===== config.mk =====
export PLATFORM = sky130hd
export DESIGN_NAME = iis_queue
export DESIGN_NICKNAME = d
export VERILOG_FILES = /design/src/rtl/iis_pkg.sv /design/src/rtl/iis_queue.sv
export SDC_FILE = /design/constraint.sdc
export NUM_CORES = 1
export LEC_CHECK = 0
export ABC_CLOCK_PERIOD_IN_PS = 4650
export BUFFER_PORTS_ARGS = -buffer_cell sky130_fd_sc_hd__buf_4
export CAP_MARGIN = 25
export CORE_MARGIN = 4
export CORE_UTILIZATION = 30
export DETAILED_ROUTE_END_ITERATION = 12
export PLACE_DENSITY_LB_ADDON = 0.05
export SETUP_SLACK_MARGIN = 0.3
export SLEW_MARGIN = 20
export SYNTH_ARGS = -nofsm -noshare
export SYNTH_HDL_FRONTEND = slang
export SYNTH_SLANG_ARGS = --single-unit

===== constraint.sdc =====
create_clock -name clock -period 4.65 [get_ports clock]
set_input_delay 0.2325 -clock clock [delete_from_list [all_inputs] [get_ports clock]]
set_output_delay 0.2325 -clock clock [all_outputs]
set_load 0.02 [all_outputs]

===== src/rtl/iis_pkg.sv =====
// ---------------------------------------------------------------------------
// Integral image stream package
// Shared constants, register codes and types for the summed-area table core.
// ---------------------------------------------------------------------------
`default_nettype none

package iis_pkg;

   // Fixed field widths of the stream and configuration interfaces.
   localparam int PIXEL_W     = 16;
   localparam int SUM_W       = 36;
   localparam int RSP_TDATA_W = 40;
   localparam int CFG_W       = 11;
   localparam int CSR_DATA_W  = 32;
   localparam int CSR_ADDR_W  = 3;

   // Default parameter values.
   localparam int DEF_MAX_WIDTH  = 1024;
   localparam int DEF_MAX_HEIGHT = 1024;
   localparam int DEF_PIXEL_BITS = 16;
   localparam int FIFO_DEPTH     = 4;

   // Reset value of both image dimension registers.
   localparam int DIM_RESET = 1024;

   // Register codes, taken from address bit 2.
   localparam logic [0:0] REG_WIDTH  = 1'b0;
   localparam logic [0:0] REG_HEIGHT = 1'b1;

   // Per-pixel classification handed from the front end to the back end.
   typedef struct packed {
      logic first_row;
      logic frame_end;
   } iis_flags_type;

endpackage

`default_nettype wire


===== src/rtl/iis_queue.sv =====
// ---------------------------------------------------------------------------
// Integral image queue
// Short first-in first-out buffer between the front end and the back end.
// ---------------------------------------------------------------------------
`default_nettype none

module iis_queue
   import iis_pkg::*;
#(
   parameter int DATA_W = 8,
   parameter int DEPTH  = FIFO_DEPTH
) (
   input  wire logic              clock,
   input  wire logic              reset,
   input  wire logic              push,
   input  wire logic [DATA_W-1:0] push_data,
   output      logic              full,
   output      logic              pop_valid,
   output      logic [DATA_W-1:0] pop_data,
   input  wire logic              pop
);

   localparam int PTR_W = (DEPTH > 1) ? $clog2(DEPTH) : 1;
   localparam int CNT_W = $clog2(DEPTH + 1);

   logic [DATA_W-1:0] slots [DEPTH];
   logic [PTR_W-1:0]  wr_ptr_ff, wr_ptr_in;
   logic [PTR_W-1:0]  rd_ptr_ff, rd_ptr_in;
   logic [CNT_W-1:0]  count_ff, count_in;
   logic              do_push;
   logic              do_pop;

   assign full      = (count_ff == CNT_W'(DEPTH));
   assign pop_valid = (count_ff != '0);
   assign pop_data  = slots[rd_ptr_ff];
   assign do_push   = push & ~full;
   assign do_pop    = pop & pop_valid;

   always_comb begin
      wr_ptr_in = wr_ptr_ff;
      rd_ptr_in = rd_ptr_ff;
      count_in  = count_ff;
      if (do_push) begin
         wr_ptr_in = (wr_ptr_ff == PTR_W'(DEPTH - 1)) ? '0 : wr_ptr_ff + PTR_W'(1);
      end
      if (do_pop) begin
         rd_ptr_in = (rd_ptr_ff == PTR_W'(DEPTH - 1)) ? '0 : rd_ptr_ff + PTR_W'(1);
      end
      if (do_push & ~do_pop) begin
         count_in = count_ff + CNT_W'(1);
      end else if (do_pop & ~do_push) begin
         count_in = count_ff - CNT_W'(1);
      end
   end

   always_ff @(posedge clock) begin
      if (reset) begin
         wr_ptr_ff <= '0;
         rd_ptr_ff <= '0;
         count_ff  <= '0;
      end else begin
         wr_ptr_ff <= wr_ptr_in;
         rd_ptr_ff <= rd_ptr_in;
         count_ff  <= count_in;
      end
   end

   always_ff @(posedge clock) begin
      if (do_push) begin
         slots[wr_ptr_ff] <= push_data;
      end
   end

endmodule

`default_nettype wire


Word level (Yosys, flattened, before mapping). Memories as Yosys holds them, arrays and structs flattened. A register that Yosys moved wholly into a read port is not among the register bits. Cells that the tools add are included.

Bits in registers: 7. Memory bits (writable): 32. Bits of input ports: 12. Logic and storage cells: 28. Memories: 1.

Memory list: slots (words 4, width 8, read ports 1, clocked after Yosys merged registers in 1, write ports 1, RTL line iis_queue.sv:26) `logic [DATA_W-1:0] slots [DEPTH];`.

$add $sub $neg: 4. Eq/ne operators: 3. Mux-type cells: 8. Bitwise operators: 7. Reduce and logical (&&, ||, !) cells: 2.

Operator list (number): $mux W2 (4); $mux W3 (2); $add A2 B1 Y2 const B (2); $and A1 B1 Y1 (4); $eq A2 B2 Y1 const B (2); $add A3 B1 Y3 const B (1); $eq A3 B3 Y1 const B (1); $not A1 Y1 (3); $reduce_bool A3 Y1 (1); $sub A3 B1 Y3 const B (1); $mux W1 (2); $reduce_bool A2 Y1 (1).

Logic depth before layout (Yosys ltp).
Word-level depth: 7. Mapped depth: 10. Depth with buffers taken out: 9.

Worst setup path before layout. OpenSTA, ideal clock, no wires.

Kind: flip-flop to flip-flop. Start point: register count_ff[0]. End point: register count_ff[2]. Library setup time: 0.070 ns. Data arrival time: 2.002 ns. Data required time: 4.580 ns. Path slack: 2.578 ns. Stages on the path, launching flop included: 11. Buffers on the path: 1. Period minus slack after synthesis: 2.072 ns. Cells stage by stage: dfxtp_1 or3b_1 buf_6 clkinv_8 nor2_4 ha_1 inv_1 fa_1 xor2_1 or3_1 a21oi_1.

Cells in the longest elaborated chain, start to end: 6.

Ends and longest elaborated chain: from (decl) (RTL line iis_queue.sv:29) `logic [CNT_W-1:0] count_ff, count_in;`; from (signal assigned) (RTL line iis_queue.sv:64) `count_ff <= count_in;`; $eq A3 B3 Y1 (*) (RTL line iis_queue.sv:33) `assign full = (count_ff == CNT_W'(DEPTH));`; net full (RTL line iis_queue.sv:17) `output logic full,`; $not A1 Y1 (*) (RTL line iis_queue.sv:36) `assign do_push = push & ~full;`; $and A1 B1 Y1 (*) (RTL line iis_queue.sv:36); net do_push (RTL line iis_queue.sv:30) `logic do_push;`; $not A1 Y1 (RTL line iis_queue.sv:51) `end else if (do_pop & ~do_push) begin`; $and A1 B1 Y1 (RTL line iis_queue.sv:51); $reduce_bool A2 Y1 (no line).

The timed path passes the listed nets; every way through them passes the cells marked *. The select of a mux whose other input is x is not followed. A chain may end at the register's enable or synchronous reset.

Worst setup path in the final report.
Start point: register count_ff[0]. End point: register count_ff[2].

Cells in the longest elaborated chain, start to end: 6.

Ends and longest elaborated chain (RTL line): $eq A3 B3 Y1 (*) (iis_queue.sv:33); $not A1 Y1 (*) (iis_queue.sv:36); $and A1 B1 Y1 (*) (iis_queue.sv:36); net do_push (iis_queue.sv:30); $not A1 Y1 (iis_queue.sv:51); $and A1 B1 Y1 (iis_queue.sv:51); $reduce_bool A2 Y1 (no line).

Marked as above.

==> out/metrics.csv <==
metric,value,unit
#FFs+latches synth,41,
total grt overflow,0,
post-route ant nets,0,
Cells after Synth,92,
Post-Syn Nets,111,
clk_lat worst skew,0.28,ns
initial antenna violation count,0,
worst r2r dst,count_ff[2],
Starting Density,0.319,
Fin Setup TNS,0,ns
fraction of layout cells with a size suffix above 1,0.359,
hold path start,push_data[6],
"Core Util, Final",0.382,
setup bufs post-CTS,0,
kind of critical path,flop to flop,
outcome,finished clean,
core area,5240,µm²
minimum clock period,2.29,ns
DRC Markers,0,
worst-path maximum fanout,7,
WHS Endpoint,slots[0][6],
Post-Layout Cell Count,187,
reg2reg setup slack,2.36,ns
clock share of power,0.255,
crit start category,flop,
CP Capture Type,flop,
Finished Cell Area,2000,µm²
Num CTS Buffers,5,
Combinational Power Share,0.274,
GRT Overall Usage,0.0892,
final worst-path cycle share,0.493,
Port Buffer Count,21,
"Hold Violations, Final",0,
hold buffer count at CTS,0,
Max Cap Viol,0,
CP max stage delay,0.44,ns
Power Internal,744,µW
first-pass GRT wire length,4260,µm
FMAX,0.436,GHz
count of different cell masters after synthesis,27,
die area,6830,µm²
Post-synth top cells,"edfxtp_1, dfxtp_1, mux4_2",
Worst-path clk slew,0.07,ns
Mapped Area,1670,µm²
Row Count,26,
critical path arrival,2.51,ns
Setup Viol. Count Final,0,
ys async rst share,0,
H-tree levels,2,
clock buffer depth,2,
Sink Count,41,
"Area growth, synth to finish",19.9,%
power per cell area,522,nW/µm²
P_leak,0.736,nW
Synth area leader,edfxtp_1,
WP data required,4.87,ns
Synth area leaders,"edfxtp_1, dfxtp_1, mux4_2",
post-DP HPWL,1890,µm
First-pass DRT Iterations,3,
RSZ-0062 raised after global routing,no,
predominant post-synthesis flop cell,edfxtp_1,
Reg power frac,0.471,
DP Area,1890,µm²
Peak VDD IR,0.000227,V
CTS Root Cell,clkbuf_8,
post-placement cell count,179,
Worst Reg-to-Reg Cells,9,
Vias,830,
"count leader, synth",edfxtp_1,
NetSw,302,µW
post-cts sizing count,0,
routed len/inst,14.6,µm
n_diodes,0,
Initial DRC Count,23,
worst hold path depth,1,
CP cell instances,or3b_1 > clkinv_8 > nor2_4 > ha_1 > inv_1 > fa_1 > xor2_1 > or3_1 > a21oi_1,
number of global-route vias before repair,839,
Slew headroom,0.607,
# IOs,22,
largest net degree at the start of global routing,13,
YS warnings,0,
Total Nets Final,135,
count of final max-slew check failures,0,
Slew @ Worst Pin,0.589,ns
worst reg2reg startpoint,count_ff[0],
Die H,82.6,µm
routed wire length,2730,µm
Net Sw Frac,0.289,
"Seq/Total Area, Yosys",0.683,
Die Wd,82.6,µm
Avg Synthesized Cell Area,18.2,µm²
post-synth top area share,0.575,
CTS tree,yes,
Final Skew,0.00201,ns
Total Power,1.05,mW
routability congestion estimate,0.761,
Hold Path Class,input port to flop,
Vias/cell,4.44,
"slowest stage cell, crit path",dfxtp_1,
number of flops mapped to enable cells by yosys,32,
[worst max path at each step]
stage / slack, ns / start / to
2_1_floorplan: 2.58 / count_ff[0] / count_ff[2]
3_3_place_gp: 2.42 / count_ff[0] / count_ff[2]
3_5_place_dp: 2.35 / count_ff[0] / count_ff[2]
4_1_cts: 2.34 / count_ff[0] / count_ff[2]
5_1_grt: 2.21 / count_ff[0] / count_ff[2]
6_report: 2.36 / count_ff[0] / count_ff[2]
[power by group through the flow]
stage               logic [mW]  clock network [mW]  registers [mW]
floorplan                0.221                   0           0.474
global placement         0.289                   0           0.500
detailed placement       0.291                   0           0.503
CTS                      0.292               0.281           0.495
global route             0.314               0.297           0.501
finish                   0.287               0.267           0.492
[per-stage QoR]
step	setup WS (ns)	hold slack [ns]
after detailed placement	2.35	0.438
after global placement	2.42	0.433
final	2.36	0.147
after CTS	2.34	0.130
after global routing	2.21	0.129
after floorplan	2.58	0.331
[per-layer routing]
metal,global-route usage,vias to the layer above,wire length (µm)
met5,0,-,0
li1,-,398,-
met3,0.0369,4,146
met2,0.143,17,1340
met1,0.104,411,1210
met4,0.0392,0,29
[cell type report]
cell class	count	area, µm²
Fill cell	489	3230
Inverter	5	45.0
Tap cell	70	87.6
Clock buffer	8	111
Sequential cell	41	1140
Multi-Input combinational cell	42	460
Timing Repair Buffer	21	158
[cell families after synthesis]
logic type / Yosys count / synth area share
flops: 41 / 0.683
xor+xnor: 2 / 0.0105
buf+inv: 9 / 0.0412
compound gates: 7 / 0.0322
simple gates: 16 / 0.0562
fa+ha+maj: 7 / 0.0569
mux: 10 / 0.120
[layout by cell type, fill, tap and decap left out, drive strengths merged, types with 3 or more instances in the layout]
master | Yosys | layout
edfxtp | 32 | 32
ha | 6 | 6
mux4 | 8 | 8
and3 | 4 | 4
nor2 | 4 | 4
or3 | 3 | 3
inv | 3 | 3
clkbuf | 1 | 8
buf | 3 | 21
a21oi | 3 | 3
dfxtp | 9 | 9
[flip-flops by register name (all words and copies together) (netlist names), named ones only]
name / cells
slots: 32
count_ff: 3
rd_ptr_ff: 2
wr_ptr_ff: 2
[worst max-delay path: cells and delay by family, from the launching register on]
family | cells | cell delay, ns
AOI/OAI and AO/OA | 1 | 0.13
xor gates and xnor gates | 1 | 0.18
adders and majority gates | 2 | 0.55
buffers and inverters | 2 | 0.14
DFF | 1 | 0.44
and+or+nand+nor | 3 | 0.79
Note: power is estimated with default switching activity, not from simulation.
