### src/rtl/iis_pkg.sv
// ---------------------------------------------------------------------------
// Integral image stream package
// Shared constants, register codes and types for the summed-area table core.
// ---------------------------------------------------------------------------
`default_nettype none

package iis_pkg;

   // Fixed field widths of the stream and configuration interfaces.
   localparam int PIXEL_W     = 16;
   localparam int SUM_W       = 36;
   localparam int RSP_TDATA_W = 40;
   localparam int CFG_W       = 11;
   localparam int CSR_DATA_W  = 32;
   localparam int CSR_ADDR_W  = 3;

   // Default parameter values.
   localparam int DEF_MAX_WIDTH  = 1024;
   localparam int DEF_MAX_HEIGHT = 1024;
   localparam int DEF_PIXEL_BITS = 16;
   localparam int FIFO_DEPTH     = 4;

   // Reset value of both image dimension registers.
   localparam int DIM_RESET = 1024;

   // Register codes, taken from address bit 2.
   localparam logic [0:0] REG_WIDTH  = 1'b0;
   localparam logic [0:0] REG_HEIGHT = 1'b1;

   // Per-pixel classification handed from the front end to the back end.
   typedef struct packed {
      logic first_row;
      logic frame_end;
   } iis_flags_type;

endpackage

`default_nettype wire

### src/rtl/iis_front.sv
// ---------------------------------------------------------------------------
// Integral image front end
// Holds the dimension registers, accepts pixels, tracks row and column and
// forms the running row sum that is queued for the back end.
// ---------------------------------------------------------------------------
`default_nettype none

module iis_front
   import iis_pkg::*;
#(
   parameter int MAX_WIDTH  = DEF_MAX_WIDTH,
   parameter int MAX_HEIGHT = DEF_MAX_HEIGHT,
   parameter int PIXEL_BITS = DEF_PIXEL_BITS,
   parameter int COL_W      = $clog2(MAX_WIDTH),
   parameter int ROW_W      = $clog2(MAX_HEIGHT),
   parameter int RSUM_W     = PIXEL_BITS + COL_W,
   parameter int ENTRY_W    = RSUM_W + COL_W + $bits(iis_flags_type)
) (
   input  wire logic                  clock,
   input  wire logic                  reset,
   // Pixel stream
   input  wire logic                  req_tvalid,
   output      logic                  req_tready,
   input  wire logic [PIXEL_W-1:0]    req_tdata,
   // Configuration port
   input  wire logic                  csr_psel,
   input  wire logic                  csr_penable,
   input  wire logic                  csr_pwrite,
   input  wire logic [CSR_ADDR_W-1:0] csr_paddr,
   input  wire logic [CSR_DATA_W-1:0] csr_pwdata,
   output      logic [CSR_DATA_W-1:0] csr_prdata,
   // Queue side
   output      logic                  push,
   output      logic [ENTRY_W-1:0]    push_data,
   input  wire logic                  queue_full
);

   localparam int PIX_USE = (PIXEL_BITS < PIXEL_W) ? PIXEL_BITS : PIXEL_W;
   localparam int W_BITS  = $clog2(MAX_WIDTH + 1);
   localparam int H_BITS  = $clog2(MAX_HEIGHT + 1);
   localparam int DW_W    = (CFG_W > W_BITS) ? CFG_W : W_BITS;
   localparam int DH_W    = (CFG_W > H_BITS) ? CFG_W : H_BITS;
   localparam int WLAST_RESET = (DIM_RESET > MAX_WIDTH) ? MAX_WIDTH - 1 : DIM_RESET - 1;
   localparam int HLAST_RESET = (DIM_RESET > MAX_HEIGHT) ? MAX_HEIGHT - 1 : DIM_RESET - 1;

   logic [CFG_W-1:0]  width_raw_ff, width_raw_in;
   logic [CFG_W-1:0]  height_raw_ff, height_raw_in;
   logic [COL_W-1:0]  wlast_ff, wlast_in;
   logic [ROW_W-1:0]  hlast_ff, hlast_in;
   logic [COL_W-1:0]  col_ff, col_in;
   logic [ROW_W-1:0]  row_ff, row_in;
   logic [RSUM_W-1:0] rsum_ff, rsum_in;

   logic              csr_write;
   logic [CFG_W-1:0]  wdat;
   logic [COL_W-1:0]  wlast_new;
   logic [ROW_W-1:0]  hlast_new;
   logic              accept;
   logic              last_col;
   logic              last_row;
   logic [RSUM_W-1:0] rsum_new;
   iis_flags_type     flags;

   assign csr_write = csr_psel & csr_penable & csr_pwrite;
   assign wdat      = csr_pwdata[CFG_W-1:0];

   // Clamp the written dimension to 1..MAX and keep it as the last index.
   always_comb begin
      if (wdat == '0) begin
         wlast_new = '0;
      end else if (DW_W'(wdat) > DW_W'(MAX_WIDTH)) begin
         wlast_new = COL_W'(MAX_WIDTH - 1);
      end else begin
         wlast_new = COL_W'(wdat - CFG_W'(1));
      end
      if (wdat == '0) begin
         hlast_new = '0;
      end else if (DH_W'(wdat) > DH_W'(MAX_HEIGHT)) begin
         hlast_new = ROW_W'(MAX_HEIGHT - 1);
      end else begin
         hlast_new = ROW_W'(wdat - CFG_W'(1));
      end
   end

   assign req_tready = ~queue_full;
   assign accept     = req_tvalid & req_tready;
   assign last_col   = (col_ff == wlast_ff);
   assign last_row   = (row_ff == hlast_ff);
   assign rsum_new   = rsum_ff + RSUM_W'(req_tdata[PIX_USE-1:0]);

   assign flags.first_row = (row_ff == '0);
   assign flags.frame_end = last_col & last_row;
   assign push            = accept;
   assign push_data       = {rsum_new, col_ff, flags};

   always_comb begin
      width_raw_in  = width_raw_ff;
      height_raw_in = height_raw_ff;
      wlast_in      = wlast_ff;
      hlast_in      = hlast_ff;
      col_in        = col_ff;
      row_in        = row_ff;
      rsum_in       = rsum_ff;
      if (csr_write) begin
         // Any register write restarts the frame.
         case (csr_paddr[2:2])
            REG_WIDTH: begin
               width_raw_in = wdat;
               wlast_in     = wlast_new;
            end
            REG_HEIGHT: begin
               height_raw_in = wdat;
               hlast_in      = hlast_new;
            end
            default: begin
               width_raw_in = width_raw_ff;
            end
         endcase
         col_in  = '0;
         row_in  = '0;
         rsum_in = '0;
      end else if (accept) begin
         if (last_col) begin
            col_in  = '0;
            rsum_in = '0;
            row_in  = last_row ? '0 : row_ff + ROW_W'(1);
         end else begin
            col_in  = col_ff + COL_W'(1);
            rsum_in = rsum_new;
         end
      end
   end

   always_ff @(posedge clock) begin
      if (reset) begin
         width_raw_ff  <= CFG_W'(DIM_RESET);
         height_raw_ff <= CFG_W'(DIM_RESET);
         wlast_ff      <= COL_W'(WLAST_RESET);
         hlast_ff      <= ROW_W'(HLAST_RESET);
         col_ff        <= '0;
         row_ff        <= '0;
         rsum_ff       <= '0;
      end else begin
         width_raw_ff  <= width_raw_in;
         height_raw_ff <= height_raw_in;
         wlast_ff      <= wlast_in;
         hlast_ff      <= hlast_in;
         col_ff        <= col_in;
         row_ff        <= row_in;
         rsum_ff       <= rsum_in;
      end
   end

   always_comb begin
      case (csr_paddr[2:2])
         REG_WIDTH:  csr_prdata = CSR_DATA_W'(width_raw_ff);
         REG_HEIGHT: csr_prdata = CSR_DATA_W'(height_raw_ff);
         default:    csr_prdata = '0;
      endcase
   end

endmodule

`default_nettype wire

### config.mk
export PLATFORM = sky130hd
export DESIGN_NAME = iis_front
export DESIGN_NICKNAME = d
export VERILOG_FILES = /design/src/rtl/iis_pkg.sv /design/src/rtl/iis_front.sv
export SDC_FILE = /design/constraint.sdc
export NUM_CORES = 1
export LEC_CHECK = 0
export BUFFER_PORTS_ARGS = -buffer_cell sky130_fd_sc_hd__buf_2
export CAP_MARGIN = 5
export CORE_MARGIN = 5
export CORE_UTILIZATION = 30
export CTS_CLUSTER_SIZE = 14
export DETAILED_ROUTE_END_ITERATION = 8
export GPL_TIMING_DRIVEN = 0
export HOLD_SLACK_MARGIN = 0.08
export SKIP_LAST_GASP = 1
export SYNTH_ARGS = -nofsm -noshare
export SYNTH_HDL_FRONTEND = slang
export SYNTH_SLANG_ARGS = --single-unit
### constraint.sdc
create_clock -name clock -period 3.2 [get_ports clock]
set_input_delay 0.48 -clock clock [delete_from_list [all_inputs] [get_ports clock]]
set_output_delay 0.48 -clock clock [all_outputs]
set_load 0.05 [all_outputs]
==> After elaboration in Yosys (flattened, before gate mapping) <==
Cells that the tools add are included.
{ "op_classes": {"n_addsub": 4, "n_mux": 6, "eq_ne": 2, "n_div": 0, "reduce_logical": 6, "n_bitwise": 6, "shift": 0, "mul": 0, "n_lt_le_gt_ge": 1} }
{ "op_table": {"columns": ["cell", "n"], "rows": [
  ["32-bit case mux with 2 select lines", 1],
  ["10-bit two-way mux", 4],
  ["26-bit by 16-bit adder with 26-bit output", 1],
  ["26-bit two-way mux", 1],
  ["10-bit by 1-bit adder with 10-bit output (second input constant)", 2],
  ["10-bit equality test", 2],
  ["11-bit > comparator (second input constant)", 1],
  ["11-bit zero test", 1],
  ["10-bit zero test", 1],
  ["10-bit by 1-bit subtractor with 10-bit output (second input constant)", 1],
  ["2-bit AND reduction", 3],
  ["1-bit bitwise AND", 4],
  ["1-bit NOT", 2],
  ["2-bit OR reduction", 1]
]} }
{ "word_totals": {"n_memories": 0, "out_inout_bits": 72, "romBits": 0, "ramBits": 0, "latchBits": 0, "wordCells": 32, "reg_bits": 88, "inputBits": 58} }

==> Depth between registers and ports, before layout <==
{ "depth": {"word_depth": 3, "ltp_mapped": 10, "depth_no_buf": 9} }

==> Worst setup path before layout <==
OpenSTA, ideal clock, no wires.
{ "synth_timing": {"kind": "input-to-output", "from": "input req_tdata[0]", "to": "output push_data[22]", "cell_stages": 8, "arrival_time_ps": 3607, "setup_slack_ps": -887, "n_path_buf": 0, "required_ps": 2720, "path_cell_list": "ha_1 > inv_1 > fa_1 > nand2b_1 > a21oi_1 > o21ai_1 > and2_1 > o311ai_0"} }
{ "synth_via": {"elab_chain_len": 1} }
{ "synth_lines": {"columns": ["item", "line_no", "text"], "rows": [
  ["start: declaration", "iis_front.sv:24", "input wire logic [PIXEL_W-1:0] req_tdata,"],
  ["26-bit by 16-bit adder with 26-bit output", "iis_front.sv:89", "assign rsum_new = rsum_ff + RSUM_W'(req_tdata[PIX_USE-1:0]);"],
  ["end: declaration", "iis_front.sv:34", "output logic [ENTRY_W-1:0] push_data,"]
]} }
No other way between the ends.

==> Worst setup path after layout <==
{ "layout_timing": {"from": "register rsum_ff[0]", "to": "output push_data[32]"} }
{ "layout_via": {"elab_chain_len": 1} }
{ "layout_lines": {"columns": ["item", "line_no", "text"], "rows": [
  ["start: declaration", "iis_front.sv:52", "logic [RSUM_W-1:0] rsum_ff, rsum_in;"],
  ["start signal: assignment", "iis_front.sv:150", "rsum_ff <= rsum_in;"],
  ["26-bit by 16-bit adder with 26-bit output", "iis_front.sv:89", null]
]} }
No other way between the ends.

==> metrics.txt <==
Die Y 142.9 um; run status complete, no violations; Reg clk slew, reported paths 70 ps; Synthesis Warnings 0; post-route ant nets 0; wire per inst 14.13 um; asr flop ratio synth 0; Max Slew Vio Count 0; total power 2.894 mW; clock sinks 88; Hold Startpoint csr_pwdata[8]; leading cell type in the layout, fill and taps excluded nand2_1; leakage power 2.745 nW; r2r setup slk 750 ps; Mapped Avg Cell Area 8.029 um^2; Iteration-0 DRC Markers 224; CTS H-tree depth 3; GRT Total Usage 0.1384; Hold Path End width_raw_ff[8]; Total Die Area 0.02042 mm^2; Worst Setup Path Type flop to output port; ant diodes 0; width of the chip 142.9 um; max_cap viols 0; CP Capture Type output port; Hold Slack 397.4 ps; Max FO, Critical Path 5; worst hold stages 3; share of post-route cells with drive strength above 1 0.2322; Mapped Cells 660; Tightest Pin Transition 703.6 ps; fin crit period 3098 ps; Worst R2R End rsum_ff[20]; GP Congestion 0.8246; Clock Tree Root clkbuf_16; Initial Util 0.3064; Top Ports 130; drt via density 4.848; IO Port Bufs 84; Final Skew 10.80 ps; fin area 0.006656 mm^2; first drt pass iteration count 4; antenna violations before repair 0; distinct cell type count after synthesis 60; core region area 0.01730 mm^2; ys flop type dfxtp_1; Mapped Area 0.005299 mm^2; Worst EP required 2720 ps; Longest Clk Path Bufs 2; final HPWL from detailed placement 10.79 mm; vias in the first global route 4594; wire length of the first global-routing pass 23.10 mm; Post-Route WL 14.32 mm; Setup Viol. Count Final 0; Post-route DRC 0; Seq cells post-synth 88; min-delay worst type input port to flop; Final Hold Fails 0; # fillers 1863; GRT overflow 0; worst skew pair latency 350 ps; commonest non-fill, non-tap cells in the layout 91 x nand2_1, 87 x dfxtp_1, 83 x buf_2, 64 x nor2_1, 43 x a21oi_1; Crit. Startpoint rsum_ff[0]; Seq/Total Area, Yosys 0.3325; Core Rows 48; TritonCTS clock tree yes; Post-synth EDFFs 0; maximum vdd ir drop 0.0002458 V; area delta synth->final 25.62%; placed inst area 0.006106 mm^2; reg2reg start rsum_ff[0]; Tcrit/Tclk final 0.9681; Startpoint Class flop; R2R depth 11; Via Count 4911; RSZ-0062 raised after global routing true; Post-Route Utilization 0.3848; Max Clk Rate 322.8 MHz; Pwr Density 434.8 mW/mm^2; Layout Nets 862; worst relative slew slack 0.5309; critical path arrival 2620 ps; total CTS buffers 9; largest net degree at the start of global routing 18
final cells by class:
type                    count  area, um^2  share of cell area
clock inverters             7       85.08             0.01278
multi-input cells         517        3410              0.5122
well taps                 225       281.5             0.04229
repair buffers             94       513.0             0.07707
inverters                  21       78.83             0.01184
flip-flops and latches     88        1763              0.2648
plain buffers              52       300.3             0.04511
clock buffers               9       225.2             0.03383
flip-flops by register name, indices dropped and copies added (netlist names):
| register | cells |
|---|---|
| row_ff | 10 |
| wlast_ff | 10 |
| width_raw_ff | 11 |
| rsum_ff | 26 |
| hlast_ff | 10 |
| col_ff | 10 |
| height_raw_ff | 11 |
cells in the mapped netlist, types with 14 or more instances:
library cell / count / share of area
nand3_1: 26 / 0.025
a21oi_1: 50 / 0.047
buf_4: 24 / 0.034
inv_1: 19 / 0.013
clkbuf_1: 22 / 0.016
a21o_1: 14 / 0.020
nor2_1: 65 / 0.046
nand2_1: 91 / 0.064
xnor2_1: 36 / 0.060
dfxtp_1: 88 / 0.33
ha_1: 20 / 0.047
a211o_1: 19 / 0.031
xor2_1: 23 / 0.038
timing repair:
action / CTS / global route
pin swaps: 1 / 5
setup buffers: 2 / 6
cloned: 0 / 2
gates resized for setup: 21 / 20
endpoints found under the setup margin: 10 / 10
hold buffers: 0 / 0
endpoints found under the hold margin: 0 / 0
worst max-delay path by stage:
stage / end / slack, ps
6_report: push_data[32] / 100
2_1_floorplan: push_data[34] / 7
4_1_cts: push_data[32] / 10
5_1_grt: push_data[32] / -40
3_5_place_dp: push_data[36] / -280
3_3_place_gp: push_data[36] / -280
power by group:
group / internal (mW) / switching (mW) / total, mW
clock: 0.622 / 0.492 / 1.11
combinational: 0.192 / 0.445 / 0.637
sequential: 1.12 / 0.0192 / 1.14
total: 1.94 / 0.956 / 2.89
cells by family after synthesis:
group,Yosys count,synth area share
AND/OR/NAND/NOR,250,0.2196
AO/OA/AOI/OAI,153,0.2002
flip-flops,88,0.3325
buffers and inverters,75,0.07131
XOR/XNOR,59,0.09752
adder cells (fa/ha/maj),21,0.05100
multiplexers,13,0.02716
other,1,0.0007077
critical path, stage by stage, from the launching register on:
cell,delay (ps)
dfxtp_2,340
ha_4,130
inv_2,30
fa_2,350
nand2b_4,160
a21oi_4,180
o21ai_4,80
a211o_1,290
buf_6,150
a21o_1,190
xnor2_2,180
buf_6,180
stage by stage:
| step | TNS, ps | instances | setup WS (ps) |
|---|---|---|---|
| after detailed placement | -923.6 | 989 | -278.9 |
| after floorplan | 0 | 680 | 6.533 |
| after global placement | -834.9 | 989 | -282.6 |
| after global routing | -51.37 | 1013 | -35.15 |
| final | 0 | 1013 | 102.2 |
| after CTS | 0 | 1007 | 14.00 |
per-layer routing:
metal / track usage / part of all wire
met5: 0 / 0
met4: 0.03452 / 0.015
met1: 0.1860 / 0.47
met3: 0.03349 / 0.039
met2: 0.2238 / 0.47
Note: power is estimated with default switching activity, not from simulation.
